===== src/design/gf2ch_pkg.sv =====
// package for the gf2 group compress and hash core
// field widths, operation codes, parameter defaults and shared types
// no dependencies
package gf2ch_pkg;

  // transaction field widths
  localparam int OP_W    = 2;
  localparam int IDX_W   = 5;
  localparam int ROW_W   = 32;
  localparam int GRP_W   = 32;
  localparam int COMP_W  = 24;
  localparam int HASHO_W = 8;

  // parity fold granularity of the product stage
  localparam int CHUNK_W = 8;

  // parameter defaults
  localparam int GROUP_BITS_DEF = 32;
  localparam int ALPHA_DEF      = 8;
  localparam int HASH_BITS_DEF  = 8;

  // operation codes
  localparam logic [OP_W-1:0] OP_LOAD_Z    = 2'd0;
  localparam logic [OP_W-1:0] OP_LOAD_HASH = 2'd1;
  localparam logic [OP_W-1:0] OP_COMPRESS  = 2'd2;

  // matrix row write request
  typedef struct packed {
    logic             z_we;
    logic             h_we;
    logic [IDX_W-1:0] idx;
    logic [ROW_W-1:0] row;
  } mat_wr_t;

  function automatic int imin(int a, int b);
    return (a < b) ? a : b;
  endfunction

endpackage


===== src/design/gf2ch_if.sv =====
// valid/ready channel interfaces for the input and result transactions
// depends on gf2ch_pkg
interface gf2ch_in_if;
  import gf2ch_pkg::*;
  logic             valid;
  logic             ready;
  logic [OP_W-1:0]  operation;
  logic [IDX_W-1:0] row_index;
  logic [ROW_W-1:0] row_bits;
  logic [GRP_W-1:0] group_bits;

  modport source(output valid, output operation, output row_index, output row_bits,
                 output group_bits, input ready);
  modport sink(input valid, input operation, input row_index, input row_bits,
               input group_bits, output ready);
endinterface

interface gf2ch_out_if;
  import gf2ch_pkg::*;
  logic               valid;
  logic               ready;
  logic [COMP_W-1:0]  compressed_bits;
  logic [HASHO_W-1:0] hash_bits;

  modport source(output valid, output compressed_bits, output hash_bits, input ready);
  modport sink(input valid, input compressed_bits, input hash_bits, output ready);
endinterface


===== src/design/gf2ch_mat_store.sv =====
// row storage for the z part of the compression matrix and the hash matrix
// only rows that reach a result bit are kept; depends on gf2ch_pkg
module gf2ch_mat_store #(
  parameter int GROUP_BITS = gf2ch_pkg::GROUP_BITS_DEF,
  parameter int ALPHA      = gf2ch_pkg::ALPHA_DEF,
  parameter int HASH_BITS  = gf2ch_pkg::HASH_BITS_DEF
) (
  input  logic              clk,
  input  logic              rst_n,
  input  gf2ch_pkg::mat_wr_t wr,
  output logic [ALPHA-1:0]  z_rows [gf2ch_pkg::imin(GROUP_BITS - ALPHA, gf2ch_pkg::COMP_W)],
  output logic [gf2ch_pkg::imin(GROUP_BITS, gf2ch_pkg::GRP_W)-1:0]
                            h_rows [gf2ch_pkg::imin(HASH_BITS, gf2ch_pkg::HASHO_W)]
);
  import gf2ch_pkg::*;

  localparam int NZ = imin(GROUP_BITS - ALPHA, COMP_W);
  localparam int NH = imin(HASH_BITS, HASHO_W);
  localparam int GW = imin(GROUP_BITS, GRP_W);

  logic [ALPHA-1:0] z_rows_r [NZ];
  logic [GW-1:0]    h_rows_r [NH];
  logic [63:0]      row64;

  assign row64 = {32'b0, wr.row};

  always_ff @(posedge clk) begin
    if (!rst_n) begin
      for (int i = 0; i < NZ; i++) z_rows_r[i] <= '0;
      for (int r = 0; r < NH; r++) h_rows_r[r] <= '0;
    end else begin
      for (int i = 0; i < NZ; i++) begin
        if (wr.z_we && (32'(wr.idx) == i)) z_rows_r[i] <= row64[ALPHA-1:0];
      end
      for (int r = 0; r < NH; r++) begin
        if (wr.h_we && (32'(wr.idx) == r)) h_rows_r[r] <= row64[GW-1:0];
      end
    end
  end

  assign z_rows = z_rows_r;
  assign h_rows = h_rows_r;

endmodule


===== src/design/gf2ch_fold.sv =====
// product stage: and of each matrix row with the group, folded to chunk parities
// registered with its own valid; depends on gf2ch_pkg
module gf2ch_fold #(
  parameter int GROUP_BITS = gf2ch_pkg::GROUP_BITS_DEF,
  parameter int ALPHA      = gf2ch_pkg::ALPHA_DEF,
  parameter int HASH_BITS  = gf2ch_pkg::HASH_BITS_DEF
) (
  input  logic                          clk,
  input  logic                          rst_n,
  input  logic                          in_v,
  input  logic [gf2ch_pkg::GRP_W-1:0]   grp,
  input  logic [ALPHA-1:0]              z_rows [gf2ch_pkg::imin(GROUP_BITS - ALPHA,
                                                                 gf2ch_pkg::COMP_W)],
  input  logic [gf2ch_pkg::imin(GROUP_BITS, gf2ch_pkg::GRP_W)-1:0]
                                        h_rows [gf2ch_pkg::imin(HASH_BITS, gf2ch_pkg::HASHO_W)],
  input  logic                          nxt_ready,
  output logic                          ready,
  output logic                          s2_v,
  output logic [gf2ch_pkg::imin(GROUP_BITS - ALPHA, gf2ch_pkg::COMP_W)-1:0] s2_lo,
  output logic [(ALPHA + gf2ch_pkg::CHUNK_W - 1) / gf2ch_pkg::CHUNK_W - 1:0]
                                        s2_zpar [gf2ch_pkg::imin(GROUP_BITS - ALPHA,
                                                                 gf2ch_pkg::COMP_W)],
  output logic [(gf2ch_pkg::imin(GROUP_BITS, gf2ch_pkg::GRP_W) + gf2ch_pkg::CHUNK_W - 1)
                / gf2ch_pkg::CHUNK_W - 1:0]
                                        s2_hpar [gf2ch_pkg::imin(HASH_BITS, gf2ch_pkg::HASHO_W)]
);
  import gf2ch_pkg::*;

  localparam int NZ    = imin(GROUP_BITS - ALPHA, COMP_W);
  localparam int NH    = imin(HASH_BITS, HASHO_W);
  localparam int GW    = imin(GROUP_BITS, GRP_W);
  localparam int CROWS = GROUP_BITS - ALPHA;
  localparam int ZCH   = (ALPHA + CHUNK_W - 1) / CHUNK_W;
  localparam int HCH   = (GW + CHUNK_W - 1) / CHUNK_W;

  logic [63:0]      g64;
  logic [ALPHA-1:0] tail;
  logic [ZCH-1:0]   zpar_nxt [NZ];
  logic [HCH-1:0]   hpar_nxt [NH];

  logic             s2_v_r;
  logic [NZ-1:0]    s2_lo_r;
  logic [ZCH-1:0]   s2_zpar_r [NZ];
  logic [HCH-1:0]   s2_hpar_r [NH];

  // group zero extended to 64 bits so that slices past GRP_W read zero
  assign g64  = {32'b0, grp};
  assign tail = g64[CROWS +: ALPHA];

  always_comb begin
    logic [ZCH*CHUNK_W-1:0] zprod;
    logic [HCH*CHUNK_W-1:0] hprod;
    for (int i = 0; i < NZ; i++) begin
      zprod = (ZCH*CHUNK_W)'(z_rows[i] & tail);
      for (int c = 0; c < ZCH; c++) zpar_nxt[i][c] = ^zprod[c*CHUNK_W +: CHUNK_W];
    end
    for (int r = 0; r < NH; r++) begin
      hprod = (HCH*CHUNK_W)'(h_rows[r] & g64[GW-1:0]);
      for (int c = 0; c < HCH; c++) hpar_nxt[r][c] = ^hprod[c*CHUNK_W +: CHUNK_W];
    end
  end

  assign ready = !s2_v_r || nxt_ready;

  always_ff @(posedge clk) begin
    if (!rst_n) begin
      s2_v_r <= 1'b0;
    end else if (ready) begin
      s2_v_r <= in_v;
    end
  end

  always_ff @(posedge clk) begin
    if (ready && in_v) begin
      s2_lo_r   <= g64[NZ-1:0];
      s2_zpar_r <= zpar_nxt;
      s2_hpar_r <= hpar_nxt;
    end
  end

  assign s2_v    = s2_v_r;
  assign s2_lo   = s2_lo_r;
  assign s2_zpar = s2_zpar_r;
  assign s2_hpar = s2_hpar_r;

endmodule


===== src/design/gf2ch_finish.sv =====
// final stage: chunk parities reduced to result bits, identity part added
// holds the result register of the output channel; depends on gf2ch_pkg
module gf2ch_finish #(
  parameter int GROUP_BITS = gf2ch_pkg::GROUP_BITS_DEF,
  parameter int ALPHA      = gf2ch_pkg::ALPHA_DEF,
  parameter int HASH_BITS  = gf2ch_pkg::HASH_BITS_DEF
) (
  input  logic                            clk,
  input  logic                            rst_n,
  input  logic                            s2_v,
  input  logic [gf2ch_pkg::imin(GROUP_BITS - ALPHA, gf2ch_pkg::COMP_W)-1:0] s2_lo,
  input  logic [(ALPHA + gf2ch_pkg::CHUNK_W - 1) / gf2ch_pkg::CHUNK_W - 1:0]
                                          s2_zpar [gf2ch_pkg::imin(GROUP_BITS - ALPHA,
                                                                   gf2ch_pkg::COMP_W)],
  input  logic [(gf2ch_pkg::imin(GROUP_BITS, gf2ch_pkg::GRP_W) + gf2ch_pkg::CHUNK_W - 1)
                / gf2ch_pkg::CHUNK_W - 1:0]
                                          s2_hpar [gf2ch_pkg::imin(HASH_BITS, gf2ch_pkg::HASHO_W)],
  input  logic                            out_ready,
  output logic                            ready,
  output logic                            out_v,
  output logic [gf2ch_pkg::COMP_W-1:0]    out_comp,
  output logic [gf2ch_pkg::HASHO_W-1:0]   out_hash
);
  import gf2ch_pkg::*;

  localparam int NZ = imin(GROUP_BITS - ALPHA, COMP_W);
  localparam int NH = imin(HASH_BITS, HASHO_W);

  logic [NZ-1:0]      zred;
  logic [NH-1:0]      hred;
  logic               out_v_r;
  logic [COMP_W-1:0]  out_comp_r;
  logic [HASHO_W-1:0] out_hash_r;

  always_comb begin
    for (int i = 0; i < NZ; i++) zred[i] = ^s2_zpar[i];
    for (int r = 0; r < NH; r++) hred[r] = ^s2_hpar[r];
  end

  assign ready = !out_v_r || out_ready;

  always_ff @(posedge clk) begin
    if (!rst_n) begin
      out_v_r <= 1'b0;
    end else if (ready) begin
      out_v_r <= s2_v;
    end
  end

  always_ff @(posedge clk) begin
    if (ready && s2_v) begin
      out_comp_r <= COMP_W'(s2_lo ^ zred);
      out_hash_r <= HASHO_W'(hred);
    end
  end

  assign out_v    = out_v_r;
  assign out_comp = out_comp_r;
  assign out_hash = out_hash_r;

endmodule


===== src/design/gf2ch_core_top.sv =====
// an accepted compress transaction passes the stage 1 register, the stage 2 parity register
// and the stage 3 result register, where it waits until out ready takes it
// one transaction per cycle unless out ready stalls, set by the three register stages each
// taking one per cycle; loads take a slot in the first stage and give no result
// reset: synchronous active-low rst_n empties all stages and clears both matrices to zero
// depends on gf2ch_pkg, gf2ch_if, gf2ch_mat_store, gf2ch_fold, gf2ch_finish
module gf2_group_compress_and_hash_core #(
  parameter int GROUP_BITS = gf2ch_pkg::GROUP_BITS_DEF,
  parameter int ALPHA      = gf2ch_pkg::ALPHA_DEF,
  parameter int HASH_BITS  = gf2ch_pkg::HASH_BITS_DEF
) (
  input  logic        clk,
  input  logic        rst_n,
  gf2ch_in_if.sink    in_chan,
  gf2ch_out_if.source out_chan
);
  import gf2ch_pkg::*;

  localparam int NZ  = imin(GROUP_BITS - ALPHA, COMP_W);
  localparam int NH  = imin(HASH_BITS, HASHO_W);
  localparam int GW  = imin(GROUP_BITS, GRP_W);
  localparam int ZCH = (ALPHA + CHUNK_W - 1) / CHUNK_W;
  localparam int HCH = (GW + CHUNK_W - 1) / CHUNK_W;

  // stage 1: accepted transaction, decoded as it leaves
  logic             s1_v_r;
  logic [OP_W-1:0]  s1_op_r;
  logic [IDX_W-1:0] s1_idx_r;
  logic [ROW_W-1:0] s1_row_r;
  logic [GRP_W-1:0] s1_grp_r;
  logic             s1_ready;
  logic             s1_adv;
  logic             s2_in_v;

  // matrix storage
  mat_wr_t          mat_wr;
  logic [ALPHA-1:0] z_rows [NZ];
  logic [GW-1:0]    h_rows [NH];

  // stage 2: chunk parities
  logic             s2_ready;
  logic             s2_v;
  logic [NZ-1:0]    s2_lo;
  logic [ZCH-1:0]   s2_zpar [NZ];
  logic [HCH-1:0]   s2_hpar [NH];

  // stage 3: result register
  logic             s3_ready;

  // stage 1 frees itself whenever stage 2 can take its contents
  assign s1_ready      = !s1_v_r || s2_ready;
  assign in_chan.ready = s1_ready;
  assign s1_adv        = s1_v_r && s2_ready;

  always_ff @(posedge clk) begin
    if (!rst_n) begin
      s1_v_r <= 1'b0;
    end else if (s1_ready) begin
      s1_v_r <= in_chan.valid;
    end
  end

  always_ff @(posedge clk) begin
    if (s1_ready && in_chan.valid) begin
      s1_op_r  <= in_chan.operation;
      s1_idx_r <= in_chan.row_index;
      s1_row_r <= in_chan.row_bits;
      s1_grp_r <= in_chan.group_bits;
    end
  end

  // a load writes its row as it leaves stage 1, so any compress behind it
  // reads the new row when it leaves stage 1 in a later cycle
  always_comb begin
    mat_wr.z_we = s1_adv && (s1_op_r == OP_LOAD_Z);
    mat_wr.h_we = s1_adv && (s1_op_r == OP_LOAD_HASH);
    mat_wr.idx  = s1_idx_r;
    mat_wr.row  = s1_row_r;
  end

  // only compress transactions go on; loads and the unused code drop here
  assign s2_in_v = s1_v_r && (s1_op_r == OP_COMPRESS);

  gf2ch_mat_store #(
    .GROUP_BITS(GROUP_BITS),
    .ALPHA     (ALPHA),
    .HASH_BITS (HASH_BITS)
  ) u_store (
    .clk   (clk),
    .rst_n (rst_n),
    .wr    (mat_wr),
    .z_rows(z_rows),
    .h_rows(h_rows)
  );

  gf2ch_fold #(
    .GROUP_BITS(GROUP_BITS),
    .ALPHA     (ALPHA),
    .HASH_BITS (HASH_BITS)
  ) u_fold (
    .clk      (clk),
    .rst_n    (rst_n),
    .in_v     (s2_in_v),
    .grp      (s1_grp_r),
    .z_rows   (z_rows),
    .h_rows   (h_rows),
    .nxt_ready(s3_ready),
    .ready    (s2_ready),
    .s2_v     (s2_v),
    .s2_lo    (s2_lo),
    .s2_zpar  (s2_zpar),
    .s2_hpar  (s2_hpar)
  );

  gf2ch_finish #(
    .GROUP_BITS(GROUP_BITS),
    .ALPHA     (ALPHA),
    .HASH_BITS (HASH_BITS)
  ) u_finish (
    .clk      (clk),
    .rst_n    (rst_n),
    .s2_v     (s2_v),
    .s2_lo    (s2_lo),
    .s2_zpar  (s2_zpar),
    .s2_hpar  (s2_hpar),
    .out_ready(out_chan.ready),
    .ready    (s3_ready),
    .out_v    (out_chan.valid),
    .out_comp (out_chan.compressed_bits),
    .out_hash (out_chan.hash_bits)
  );

  // a row write and a compress never leave stage 1 together
  a_wr_vs_compress: assert property (@(posedge clk) disable iff (!rst_n)
    !((mat_wr.z_we || mat_wr.h_we) && s2_in_v))
    else $error("matrix write with compress in flight");

  // a compress that leaves stage 1 lands in stage 2
  a_s1_to_s2: assert property (@(posedge clk) disable iff (!rst_n)
    (s2_in_v && s2_ready) |=> s2_v)
    else $error("compress transaction lost between stage 1 and 2");

  // a stalled stage 2 keeps its transaction
  a_s2_hold: assert property (@(posedge clk) disable iff (!rst_n)
    (s2_v && !s3_ready) |=> s2_v)
    else $error("stage 2 transaction dropped under stall");

  // reset leaves no result pending
  a_reset_empty: assert property (@(posedge clk)
    !rst_n |=> !out_chan.valid)
    else $error("result valid right after reset");

endmodule


===== src/flat_wrapper.sv =====
// flat-port wrapper written by rule: the top's interface ports become plain ports
module gf2_group_compress_and_hash_core_flat import gf2ch_pkg::*;
#(
  parameter int GROUP_BITS = gf2ch_pkg::GROUP_BITS_DEF,
  parameter int ALPHA      = gf2ch_pkg::ALPHA_DEF,
  parameter int HASH_BITS  = gf2ch_pkg::HASH_BITS_DEF
)
  (clk, rst_n, in_chan_valid, in_chan_operation, in_chan_row_index, in_chan_row_bits, in_chan_group_bits, in_chan_ready, out_chan_valid, out_chan_compressed_bits, out_chan_hash_bits, out_chan_ready);
  gf2ch_in_if in_chan_i ();
  gf2ch_out_if out_chan_i ();
  input  logic clk;
  input  logic rst_n;
  input wire logic [$bits(in_chan_i.valid)-1:0] in_chan_valid;
  input wire logic [$bits(in_chan_i.operation)-1:0] in_chan_operation;
  input wire logic [$bits(in_chan_i.row_index)-1:0] in_chan_row_index;
  input wire logic [$bits(in_chan_i.row_bits)-1:0] in_chan_row_bits;
  input wire logic [$bits(in_chan_i.group_bits)-1:0] in_chan_group_bits;
  output wire logic [$bits(in_chan_i.ready)-1:0] in_chan_ready;
  output wire logic [$bits(out_chan_i.valid)-1:0] out_chan_valid;
  output wire logic [$bits(out_chan_i.compressed_bits)-1:0] out_chan_compressed_bits;
  output wire logic [$bits(out_chan_i.hash_bits)-1:0] out_chan_hash_bits;
  input wire logic [$bits(out_chan_i.ready)-1:0] out_chan_ready;
  assign in_chan_i.valid = in_chan_valid;
  assign in_chan_i.operation = in_chan_operation;
  assign in_chan_i.row_index = in_chan_row_index;
  assign in_chan_i.row_bits = in_chan_row_bits;
  assign in_chan_i.group_bits = in_chan_group_bits;
  assign in_chan_ready = in_chan_i.ready;
  assign out_chan_valid = out_chan_i.valid;
  assign out_chan_compressed_bits = out_chan_i.compressed_bits;
  assign out_chan_hash_bits = out_chan_i.hash_bits;
  assign out_chan_i.ready = out_chan_ready;
  gf2_group_compress_and_hash_core #(.GROUP_BITS(GROUP_BITS), .ALPHA(ALPHA), .HASH_BITS(HASH_BITS)) u_core (.clk(clk), .rst_n(rst_n), .in_chan(in_chan_i), .out_chan(out_chan_i));
endmodule

===== config.mk =====
export PLATFORM = sky130hd
export DESIGN_NAME = gf2_group_compress_and_hash_core_flat
export DESIGN_NICKNAME = d
export VERILOG_FILES = /design/src/design/gf2ch_pkg.sv /design/src/design/gf2ch_if.sv /design/src/design/gf2ch_mat_store.sv /design/src/design/gf2ch_fold.sv /design/src/design/gf2ch_finish.sv /design/src/design/gf2ch_core_top.sv /design/src/flat_wrapper.sv
export SDC_FILE = /design/constraint.sdc
export NUM_CORES = 1
export LEC_CHECK = 0
export ABC_AREA = 1
export BUFFER_PORTS_ARGS = -buffer_cell sky130_fd_sc_hd__buf_2
export CAP_MARGIN = 20
export CORE_UTILIZATION = 50
export CTS_CLUSTER_DIAMETER = 100
export DETAILED_ROUTE_END_ITERATION = 12
export PLACE_DENSITY = 0.77
export SLEW_MARGIN = 40
export SYNTH_ARGS = -nofsm -noshare
export SYNTH_HDL_FRONTEND = slang
export SYNTH_SLANG_ARGS = --single-unit

===== constraint.sdc =====
create_clock -name clk -period 9.12 [get_ports clk]
set_input_delay 0 -clock clk [delete_from_list [all_inputs] [get_ports clk]]
set_output_delay 0 -clock clk [all_outputs]
set_load 0.02 [all_outputs]

## Yosys cells after proc, flatten, opt, wreduce, memory -nomap -nowiden

Cells that the tools add are included.

| word-level totals | value |
|---|---|
| register bits | 634 |

| operators by class | value |
|---|---|
| bitwise gates (word level) | 33 |
| reductions and logical operators | 111 |
| equal/unequal tests | 25 |

Operator list:

| kind | number |
|---|---|
| XOR reduction 8 bit | 56 |
| AND 32 bit | 8 |
| AND 8 bit | 24 |
| equality test 5 x 4 -> 1 bit (second input constant) | 8 |
| equality test 5 bit (second input constant) | 8 |
| logical AND 1 bit | 39 |
| XOR reduction 4 bit | 8 |
| bitwise XOR 24 bit | 1 |
| equality test 5 x 3 -> 1 bit (second input constant) | 4 |
| equality test 5 x 2 -> 1 bit (second input constant) | 2 |
| equality test 5 x 1 -> 1 bit (second input constant) | 1 |
| logical NOT 5 bit | 1 |
| logical NOT 1 bit | 3 |
| logical OR 1 bit | 3 |
| equality test 2 x 1 -> 1 bit (second input constant) | 1 |
| equality test 2 bit (second input constant) | 1 |
| logical NOT 2 bit | 1 |

## Depth between registers and ports, before layout

| logic depth | value |
|---|---|
| word-level depth | 6 |
| mapped depth | 10 |
| mapped depth without buffers | 9 |

## Hierarchy

Synthesis repeated with hierarchy kept, for this count alone.

| unflattened totals | value |
|---|---|
| cells, all modules | 5874 |
| area total of the unflattened synthesis | 35367.7 sq um |

By module, submodules not included:

| module | cells each | instances | seq. area each (sq um) | area an instance (sq um) |
|---|---|---|---|---|
| gf2ch_mat_store | 2683 | 1 | 8968.6 | 18018.5 |
| gf2ch_fold | 2892 | 1 | 2422.3 | 13332.8 |
| gf2_group_compress_and_hash_core | 85 | 1 | 2152.1 | 2210.9 |
| gf2ch_finish | 214 | 1 | 980.9 | 1805.5 |

## Worst setup path before layout

No wires, ideal clock.

| timing path | value |
|---|---|
| path type | register to register |
| start point | reg u_core.u_finish.out_v_r (netlist: u_core.u_finish.out_v) |
| end point | reg u_core.u_fold.s2_hpar_r, in the netlist u_core.u_fold.s2_hpar[0], enable pin |
| buffers on the path | 0 |
| arrival | 4.818 ns |
| path slack | 3.736 ns |
| cell stages (with the launch flop) | 2 |
| path through | dfxtp_1 -> a31oi_1 |

| between the ends | value |
|---|---|
| cells in the longest elaborated chain, start to end | 4 |

RTL lines:

| item | line | source |
|---|---|---|
| from (decl) | gf2ch_finish.sv:31 | `logic out_v_r;` |
| from (signal assigned) | gf2ch_finish.sv:46 | `out_v_r <= s2_v;` |
| logical NOT 1 bit | gf2ch_finish.sv:40 | `assign ready = !out_v_r \|\| out_ready;` |
| logical OR 1 bit | gf2ch_finish.sv:40 |  |
| logical OR 1 bit | gf2ch_fold.sv:63 | `assign ready = !s2_v_r \|\| nxt_ready;` |
| logical AND 1 bit | gf2ch_fold.sv:74 | `if (ready && in_v) begin` |
| to (signal assigned) | gf2ch_fold.sv:77 | `s2_hpar_r <= hpar_nxt;` |
| to (decl) | gf2ch_fold.sv:44 | `logic [HCH-1:0] s2_hpar_r [NH];` |

No other way between the ends.
A chain may end at the register's enable or synchronous reset.

==> metrics.txt <==
status=completed; first-pass GRT wire length=~140000 um; wirelength, routed=about 86000 um; synth warn=0; worst hold slack=89.3 ps; Worst setup EP type=flip-flop; Longest Clk Path Bufs=3; worst setup path endpoint=u_core.u_store.h_rows[81]; remaining global-route overflow=0; clk sinks=634; total die area=just under 70000 sq um; Syn-to-layout area delta=12.2%; worst r2r src=u_core.s1_v_r; HPWL after DPL=about 53000 um; Unique masters post-synth=22; Residual DRC=0; Post-Route Utilization=between 50% and 60%; crit share post-route=25.6%; combinational power share=4.5%; initial antenna violation count=0; nets=5700; sw frac=22.9%; worst setup margin=between 6000 and 7000 ps; Seq cells post-synth=634; worst skew pair latency=620 ps; Routability Congestion=slightly below 0.8; Setup Buffers After CTS=0; placed cell count=roughly 6300; RSZ-0062 raised after global routing=false; Clock Skews=roughly 38 ps; Leak Pwr=20.2 nW; M3 GR Usage=3.43%; f_max=~430 MHz; initial core utilization=50.5%; die height=about 260 um; peak supply drop=0.152 mV; Placed Area=about 35000 sq um; R2R Path End=u_core.u_fold.s2_lo[16]; synthesized instance count=5553; via count of the first global-routing pass=between 20000 and 30000; Detailed Route Iter0 Violations=approximately 2400; Final Cell Area=about 38000 sq um; cells on worst reg2reg path=4; die width=between 200 and 300 um; Reg power frac=48.0%; TritonRoute pass-1 iters=6; Rows=95; met2 GRT Util=a little over two fifths; Hold Vio Cnt, Final=0; Seq/Total Area, Yosys=42.8%; CP Class=in2reg; WP data arrival=about 2900 ps; GRT met1 Usage=roughly 31%; Max Fanout on Critical Path=~120; cts-stage hold buffer count=76; diode count=0; most used routing layer=met2; Synth Area per Inst=a little over 6 sq um; Root Buffer=clkbuf_16; clk slew on worst S/H paths=~60 ps; Slew Limit Fails=0; Core ar.=around 67000 sq um; worst slack at placement=6770 ps; post-route insts no fill=about 6600; total power=6.20 mW; via count=31400; # Max-Cap Violations=0; Hold Crit Class=in2reg; Filler Cells Inserted=just over 6000; ANT nets after route=0; min cycle time layout=approximately 2300 ps; Port Buffers=about 110; CTS H-tree lvls=3; Vias/cell=4.80; layout cell share with drive strength beyond 1=5.26%; CTS resizes=0; final setup violation count=0; flop-to-flop setup slack=around 6800 ps; syn_nets=about 5600; setup TNS=0 ps; Internal Power=4.78 mW; synthesized cell area=about 34000 sq um; CTS tree=built; Power Density=around 160 nW/um^2; crit start category=input pin; critical path required time=9670 ps; DR WL/cell=between 10 and 15 um; CTS Buf Count=slightly above 70; Max-slew headroom=44.2%; number of I/O pins=approximately 110; total track usage=~25%; Slew @ Worst Pin=about 840 ps; Psw=around 1.4 mW; power share of the clock group=between 40% and 50%; pin count of the biggest net entering global routing=around 120; CP startpoint=rst_n
## flip-flops by register name, indices dropped and copies added, names as in the netlist
register / count
u_core.u_fold.s2_lo: 24
u_core.s1_idx_r: 5
u_core.u_fold.s2_v: 1
u_core.u_finish.out_v: 1
u_core.u_store.h_rows: 256
u_core.u_fold.s2_zpar: 24
u_core.u_fold.s2_hpar: 32
u_core.s1_row_r: 32
u_core.u_finish.out_hash: 8
u_core.u_finish.out_comp: 24
u_core.s1_v_r: 1
u_core.u_store.z_rows: 192
u_core.s1_grp_r: 32
u_core.s1_op_r: 2
## power by group through the flow
stage / Combinational (mW) / Sequential, mW / Clock [mW]
after global placement: 0.247 / 3.03 / 0
after detailed placement: 0.250 / 3.03 / 0
final: 0.280 / 2.97 / 2.94
after global routing: 0.306 / 2.98 / 3.11
after CTS: 0.276 / 2.97 / 2.99
after floorplan: 0.168 / 3.01 / 0
## worst min-delay path by stage
| stage | from | endpoint | slack, ps | cells past startpoint |
|---|---|---|---|---|
| after floorplan | in_chan_group_bits[0] | u_core.s1_grp_r[0] | 100 | 0 |
| after global placement | in_chan_group_bits[12] | u_core.s1_grp_r[12] | 180 | 1 |
| after detailed placement | in_chan_group_bits[15] | u_core.s1_grp_r[15] | 180 | 1 |
| after CTS | in_chan_row_bits[3] | u_core.s1_row_r[3] | 50 | 2 |
| after global routing | in_chan_row_bits[4] | u_core.s1_row_r[4] | 80 | 2 |
| final | in_chan_row_bits[4] | u_core.s1_row_r[4] | 90 | 2 |
## cells in the mapped netlist
| master | number | area [sq um] |
|---|---|---|
| a21oi_1 | 4 | 20.0 |
| a31oi_1 | 1 | 6.26 |
| buf_1 | 52 | 195 |
| buf_2 | 20 | 100 |
| buf_4 | 56 | 420 |
| clkbuf_1 | 84 | 315 |
| clkinv_2 | 1 | 5.00 |
| dfxtp_1 | 451 | 9030 |
| edfxtp_1 | 183 | 5500 |
| inv_1 | 488 | 1830 |
| inv_2 | 3 | 11.3 |
| nand2_1 | 3087 | 11600 |
| nand3_1 | 128 | 641 |
| nand3_2 | 8 | 80.1 |
| nand3_4 | 1 | 17.5 |
| nand4_1 | 1 | 6.26 |
| nor2_1 | 900 | 3380 |
| nor2_2 | 23 | 144 |
| nor2_4 | 6 | 67.6 |
| nor2_8 | 8 | 160 |
| xnor2_1 | 16 | 140 |
| xor2_1 | 32 | 280 |
## worst max-delay path, stage by stage
cell and delay, ps:
dlygate4sd3_1 560, buf_8 570, buf_4 760, buf_6 650, nand2_1 140, nor2_1 120
## placed cells by master (no fill, tap or decap), types with 2 or more instances in the layout
master and n:
inv_6 2, xor2_1 32, clkinv_1 3, buf_2 107, buf_4 13, dlygate4sd3_1 76, nor2_8 8, nand3_2 8
nor2_2 23, buf_6 3, nand3_1 128, clkbuf_16 77, clkbuf_1 26, nand2_1 3087, bufinv_16 5, buf_12 10
buf_8 2, a21oi_1 3, inv_2 3, nor2_1 900, edfxtp_1 183, clkinv_2 11, inv_1 479, inv_4 8
clkbuf_8 9, nor2_4 6, dfxtp_1 451, xnor2_1 16
## layout make-up
| class | instances | area [sq um] | share of cell area (%) |
|---|---|---|---|
| clock buffers | 112 | 2150 | 5.64 |
| repair buffers | 211 | 1660 | 4.35 |
| well taps | 873 | 1090 | 2.87 |
| multi-input cells | 4215 | 16600 | 43.5 |
| flip-flops and latches | 634 | 14500 | 38.1 |
| inverters | 492 | 1870 | 4.91 |
| clock inverters | 20 | 240 | 0.631 |
## metal layers
metal	up-vias	routed length (um)
li1	16600	-
met1	13900	37100
met2	773	40300
met3	200	5400
met4	0	3250
met5	-	0
## cell families after synthesis
kind of cell    share of synthesized area (%)
compound gates                         0.0775
flops                                    42.8
simple gates                             47.4
buf+inv                                  8.48
xor+xnor                                 1.24
(Power assumes the default switching activity.)
